<file path="src/sv/tht_pkg.sv">
package tht_pkg;

  localparam int MAX_SLOTS_DEF  = 1024;
  localparam int VALUE_BITS_DEF = 32;

  localparam logic [31:0] SEED1_INIT = 32'h0000_7FED;
  localparam logic [31:0] SEED2_INIT = 32'h0000_EEEE;

  // Seed table generator: seed = (seed * GEN_MUL + GEN_ADD) % GEN_MOD
  localparam logic [15:0] GEN_SEED0 = 16'd1;
  localparam logic [22:0] GEN_MUL   = 23'd125;
  localparam logic [22:0] GEN_ADD   = 23'd3;
  localparam logic [23:0] GEN_MOD   = 24'hAAAB;
  localparam int          TAB_DEPTH = 256;
  localparam int          NUM_HASH  = 3;

  localparam logic [10:0] ACTIVE_SLOTS_RST = 11'd1024;

  localparam logic [1:0] OP_ADD    = 2'd0;
  localparam logic [1:0] OP_SEARCH = 2'd1;
  localparam logic [1:0] OP_DELETE = 2'd2;

  localparam logic [1:0] ST_OK        = 2'd0;
  localparam logic [1:0] ST_NOT_FOUND = 2'd1;
  localparam logic [1:0] ST_FULL      = 2'd2;

  typedef struct packed {
    logic [1:0]  op;
    logic [31:0] h0;
    logic [31:0] ha;
    logic [31:0] hb;
    logic [31:0] value;
  } job_t;

endpackage

</file>
<file path="src/sv/tht_queue.sv">
module tht_queue (
  input  logic           clk,
  input  logic           rst_n,
  input  logic           push,
  input  tht_pkg::job_t  push_job,
  output logic           full,
  input  logic           pop,
  output logic           empty,
  output tht_pkg::job_t  head
);

  tht_pkg::job_t ent_r [2];
  logic          wr_ptr_r;
  logic          rd_ptr_r;
  logic [1:0]    cnt_r;

  assign full  = (cnt_r == 2'd2);
  assign empty = (cnt_r == 2'd0);
  assign head  = ent_r[rd_ptr_r];

  always_ff @(posedge clk) begin
    if (!rst_n) begin
      wr_ptr_r <= 1'b0;
      rd_ptr_r <= 1'b0;
      cnt_r    <= '0;
    end else begin
      if (push) begin
        ent_r[wr_ptr_r] <= push_job;
        wr_ptr_r        <= !wr_ptr_r;
      end
      if (pop) begin
        rd_ptr_r <= !rd_ptr_r;
      end
      cnt_r <= cnt_r + 2'(push) - 2'(pop);
    end
  end

endmodule

</file>
<file path="config.mk">
export PLATFORM = sky130hd
export DESIGN_NAME = tht_queue
export DESIGN_NICKNAME = d
export VERILOG_FILES = /design/src/sv/tht_pkg.sv /design/src/sv/tht_queue.sv
export SDC_FILE = /design/constraint.sdc
export NUM_CORES = 1
export LEC_CHECK = 0
export BUFFER_PORTS_ARGS = -buffer_cell sky130_fd_sc_hd__clkbuf_2
export CAP_MARGIN = 40
export CORE_ASPECT_RATIO = 0.9
export CORE_MARGIN = 2
export CORE_UTILIZATION = 45
export CTS_BUF_LIST = sky130_fd_sc_hd__clkbuf_4 sky130_fd_sc_hd__clkbuf_8
export DETAILED_ROUTE_END_ITERATION = 10
export HOLD_SLACK_MARGIN = 0.03
export PLACE_DENSITY = 0.7
export SKIP_CTS_REPAIR_TIMING = 1
export SLEW_MARGIN = 10
export SYNTH_ARGS = -nofsm -noshare
export SYNTH_HDL_FRONTEND = slang
export SYNTH_SLANG_ARGS = --single-unit
</file>
<file path="constraint.sdc">
create_clock -name clk -period 7.41 [get_ports clk]
set_clock_uncertainty 0.05 [all_clocks]
set_input_delay 0.3705 -clock clk [delete_from_list [all_inputs] [get_ports clk]]
set_output_delay 0.3705 -clock clk [all_outputs]
set_load 0.1 [all_outputs]
</file>
### Yosys cells after proc, flatten, opt, wreduce, memory -nomap -nowiden

Memories as Yosys holds them, arrays and structs flattened. A register that Yosys moved wholly into a read port is not among the register bits.
Index checks and enable logic that the tools add are counted.

* flip-flop bits (word level): 4
* bits in latches: 0
* memory bits (writable): 260
* ROM bits: 0
* output and inout port bits: 132
* word-level logic and storage cells: 15
* memories: 1

* add/subtract/negate cells: 2
* multiply operators: 0
* div/mod/pow operators: 0
* order comparisons: 0
* eq/ne operators: 1
* shift-type cells: 0
* mux-type cells: 5
* bitwise logic cells: 0
* reduce and logical (&&, ||, !) cells: 3

Memories
* ent_r: words 2, width 130, rd ports 1, clocked after Yosys merged registers in 1, write ports 1, line tht_queue.sv:12 `tht_pkg::job_t ent_r [2];`

Operators by type and width (count)
* two-way mux 1 bit: 5
* adder 2 x 1 -> 2 bit: 1
* equality test 2 bit, second input constant: 1
* zero test 1 bit: 2
* zero test 2 bit: 1
* subtractor 2 x 1 -> 2 bit: 1

### Longest topological paths before layout

* word-level depth: 3
* gate-level depth with buffers: 6
* mapped depth without buffers: 6

### Least setup slack after synthesis

Ideal clock, no wire load.

* kind: input-to-reg
* start: input rst_n
* end: memory ent_r[0][0] (netlist bit) (enable)
* arrival: 5.883 ns
* data required time: 6.735 ns
* path slack: 0.852 ns
* stages: 2
* cell sequence: nand2_1 -> nor2_1

* cells in the longest elaborated chain, start to end: 2

RTL lines
* from (decl): line tht_queue.sv:3 `input logic rst_n,`
* two-way mux 1 bit: line tht_queue.sv:22 `if (!rst_n) begin`
* two-way mux 1 bit (not written as such): line tht_queue.sv:28 `ent_r[wr_ptr_r] <= push_job;`
* to (decl): line tht_queue.sv:12

Every way passes these cells.

==> qor.tcl <==
set qor(worst_r2r_endpoint) {ent_r[1][87]}
set qor(timing.final.max_slew_violations) 0
set qor(grt_max_degree) 61
set qor(cts.htree.levels) 2
set qor(startpoint_kind_of_the_worst_setup_timing_path) {flip-flop}
set qor(die_width_microns) 158
set qor(cts_root_buffer) {sky130_fd_sc_hd__clkbuf_8}
set qor(critPathCaptureType) {output pin}
set qor(remaining_drc_errors) 0
set qor(post_placement_setup_slack_ps) 4470
set qor(worstPathRequired_ps) 6990
set qor(worst-r2r-cell-count) 3
set qor(dr.pass1.iters) 4
set qor(drive_gt1_frac) 0.530
set qor(fin_crit_sh) 0.464
set qor(power.density_nw_per_um2) 280
set qor(drt_first_iter_violations) 221
set qor(placed_area_sq_um) 11300
set qor(drt-total-wl_microns) 20300
set qor(ports) 266
set qor(number_of_standard_cell_rows_in_the_floorplan) 50
set qor(die_height_microns) 143
set qor(setup_violations) 0
set qor(hold_depth) 2
set qor(crit_path_max_incr_delay_ps) 790
set qor(classification_of_the_worst_slack_hold_path) {in2reg}
set qor(layout_min_cycle_time_ps) 3440
set qor(worstSetupPathType) {reg2out}
set qor(avgRoutedWirePerCell_microns) 17.3
set qor(clock_insertion_delay_worst_skew_ps) 520
set qor(ir_drop_mv) 0.215
set qor(route.antenna.remaining_nets) 0
set qor(core_sq_um) 20900
set qor(total_grt_usage) 0.158
set qor(grt_pass1_wl_microns) 27300
set qor(run_status) {completed}
set qor(fmax_mhz) 291
set qor(finish.instance_area_sq_um) 13400
set qor(grt_setup_unrepaired) {no}
set qor(cp_data_arrival_time_ps) 3010
set qor(via_count) 5593
set qor(path_cells) {buf_4 -> buf_12 -> mux2_2 -> clkbuf_2}
set qor(regToRegSetupSlack_ps) 5010
set qor(via_per_inst) 4.76
set qor(post_synth_main_area_contributors) {sky130_fd_sc_hd__edfxtp_1 81%, sky130_fd_sc_hd__mux2_2 15%, sky130_fd_sc_hd__buf_6 1.2%, sky130_fd_sc_hd__dfxtp_1 1.0%, sky130_fd_sc_hd__and2_1 0.26%}
set qor(critical_path.reg2reg.startpoint) {wr_ptr_r}
set qor(cts_tree) {done}
set qor(grt-ovfl-total) 0
set qor(synthDominantAreaCellType) {sky130_fd_sc_hd__edfxtp_1}
set qor(max_slew_headroom_at_the_worst_pin) 0.421
set qor(clock_sink_count) 265
set qor(min-delay-start) {rst_n}
set qor(maximum_count_of_clock_buffers_along_a_single_path) 3
set qor(fin_setup_tns_ps) 0
set qor(synthesis.area_per_instance_sq_um) 22.6
set qor(last_weighted_congestion_value_of_the_routability_driven_placer) 0.758
set qor(grt_pass1_vias) 5373
set qor(p_leak_nw) 5.12
set qor(detailedPlacementHpwl_microns) 12200
set qor(slowest_stage) {sky130_fd_sc_hd__dfxtp_4}
set qor(post_synthesis_cell_area_sq_um) 9630
set qor(drv_cap) 0
set qor(worst_slew_pin_slew_ps) 868
set qor(area.growth.synth_to_final_pct) 39.4
set qor(ys_ff_latch) 265
set qor(setup_ws_ps) 3970
set qor(port_bufs) 265
set qor(start_util) 0.461
set qor(cts_inserted_buffers) 43
set qor(clkTransAtPathRegs_ps) 60
set qor(filler_cell_count) 1482
set qor(highest_net_fanout_along_the_worst_path) 51
set qor(multiInputGateArea_sq_um) 1600
set qor(synth_seq_area_share) 0.821
set qor(final_net_count) 995
set qor(synthesis.yosys.warnings) 0
set qor(hold_viol) 0
set qor(post_synth_inst_count) 426
set qor(die_area_sq_um) 22600
set qor(grt_antenna_before_repair) 0
set qor(number_of_distinct_standard_cells_referenced_by_the_synthesized_netlist) 15
set qor(synth_top_area_frac) 0.810
set qor(synthesis.nets) 562
set qor(sequential_cell_area_sq_um) 7910
set qor(num_antenna_cells) 0
==> routing by layer <==
layer | vias to the layer above | track usage | share of wire
met1 | 2736 | 0.191 | 0.40
li1 | 2573 | - | -
met3 | 54 | 0.0577 | 0.076
met5 | - | 0 | 0
met2 | 230 | 0.261 | 0.50
met4 | 0 | 0.0602 | 0.024
==> worst max-delay path by stage <==
stage          cells after the start      start  slack (ps)     endpoint
2_1_floorplan                      2      rst_n         850  ent_r[0][0]
3_3_place_gp                       3  flip-flop        4390     head[87]
3_5_place_dp                       4  flip-flop        4470     head[81]
4_1_cts                            4  flip-flop        3900     head[81]
5_1_grt                            4  flip-flop        3790     head[31]
6_report                           4  flip-flop        3970     head[31]
==> report_power, final <==
part / switching [mW] / leakage [nW] / internal (mW) / total (mW)
sequential: 0.0257 / 2.43 / 1.71 / 1.74
combinational: 0.624 / 2.26 / 0.192 / 0.816
clock: 0.535 / 0.435 / 0.666 / 1.20
==> cell usage in the layout (no fill, tap or decap), types with 2 or more instances in the layout <==
| master | n |
|---|---|
| sky130_fd_sc_hd__buf_16 | 2 |
| sky130_fd_sc_hd__mux2_2 | 130 |
| sky130_fd_sc_hd__and2_1 | 4 |
| sky130_fd_sc_hd__buf_4 | 4 |
| sky130_fd_sc_hd__xor2_1 | 2 |
| sky130_fd_sc_hd__nor2b_1 | 2 |
| sky130_fd_sc_hd__clkbuf_2 | 265 |
| sky130_fd_sc_hd__clkinv_2 | 3 |
| sky130_fd_sc_hd__clkinv_1 | 9 |
| sky130_fd_sc_hd__edfxtp_1 | 260 |
| sky130_fd_sc_hd__inv_1 | 2 |
| sky130_fd_sc_hd__clkbuf_8 | 44 |
| sky130_fd_sc_hd__dlygate4sd3_1 | 130 |
| sky130_fd_sc_hd__ha_1 | 2 |
| sky130_fd_sc_hd__clkbuf_4 | 16 |
| sky130_fd_sc_hd__dfxtp_1 | 4 |
==> cell type report <==
type | instances | share of cell area
Inverter | 2 | 0.000559
Clock inverter | 15 | 0.00708
Multi-Input combinational cell | 145 | 0.119
Clock buffer | 60 | 0.0540
Sequential cell | 265 | 0.589
Tap cell | 286 | 0.0267
Timing Repair Buffer | 402 | 0.204
==> sequential cells by signal, summed over array words and instances, names as in the netlist, named ones only <==
register / count
cnt_r: 2
rd_ptr_r: 1
ent_r: 260
wr_ptr_r: 1
==> cells by family after synthesis <==
group,synth area share
DFF,0.821
adders and majority gates,0.00260
xor gates and xnor gates,0.00416
and+or+nand+nor,0.00571
buffers and inverters,0.0148
muxes,0.152
==> Yosys cell counts, drive strengths merged <==
| library cell | count |
|---|---|
| mux2 | 130 |
| nand2 | 1 |
| nor2 | 2 |
| nor2b | 2 |
| ha | 2 |
| and2 | 4 |
| xor2 | 2 |
| xnor3 | 1 |
| and3 | 1 |
| inv | 2 |
| buf | 14 |
| edfxtp | 260 |
| dfxtp | 5 |
==> metrics by stage <==
step                 util  power, mW  hold WS (ps)  instances
floorplan               -       2.40           419        426
global placement    0.537       2.51           509        967
detailed placement  0.541       2.53           513        970
global route        0.643       3.89          81.0       1175
CTS                 0.580       3.73         -53.0       1045
finish              0.643       3.76           106       1175
==> worst max-delay path: cells and delay by family, from the launching register on <==
kind / cells / cell delay (ps)
buffers and inverters: 3 / 1250
flip-flops: 1 / 790
multiplexers: 1 / 390
No activity file was read; power rests on OpenSTA's default activity.
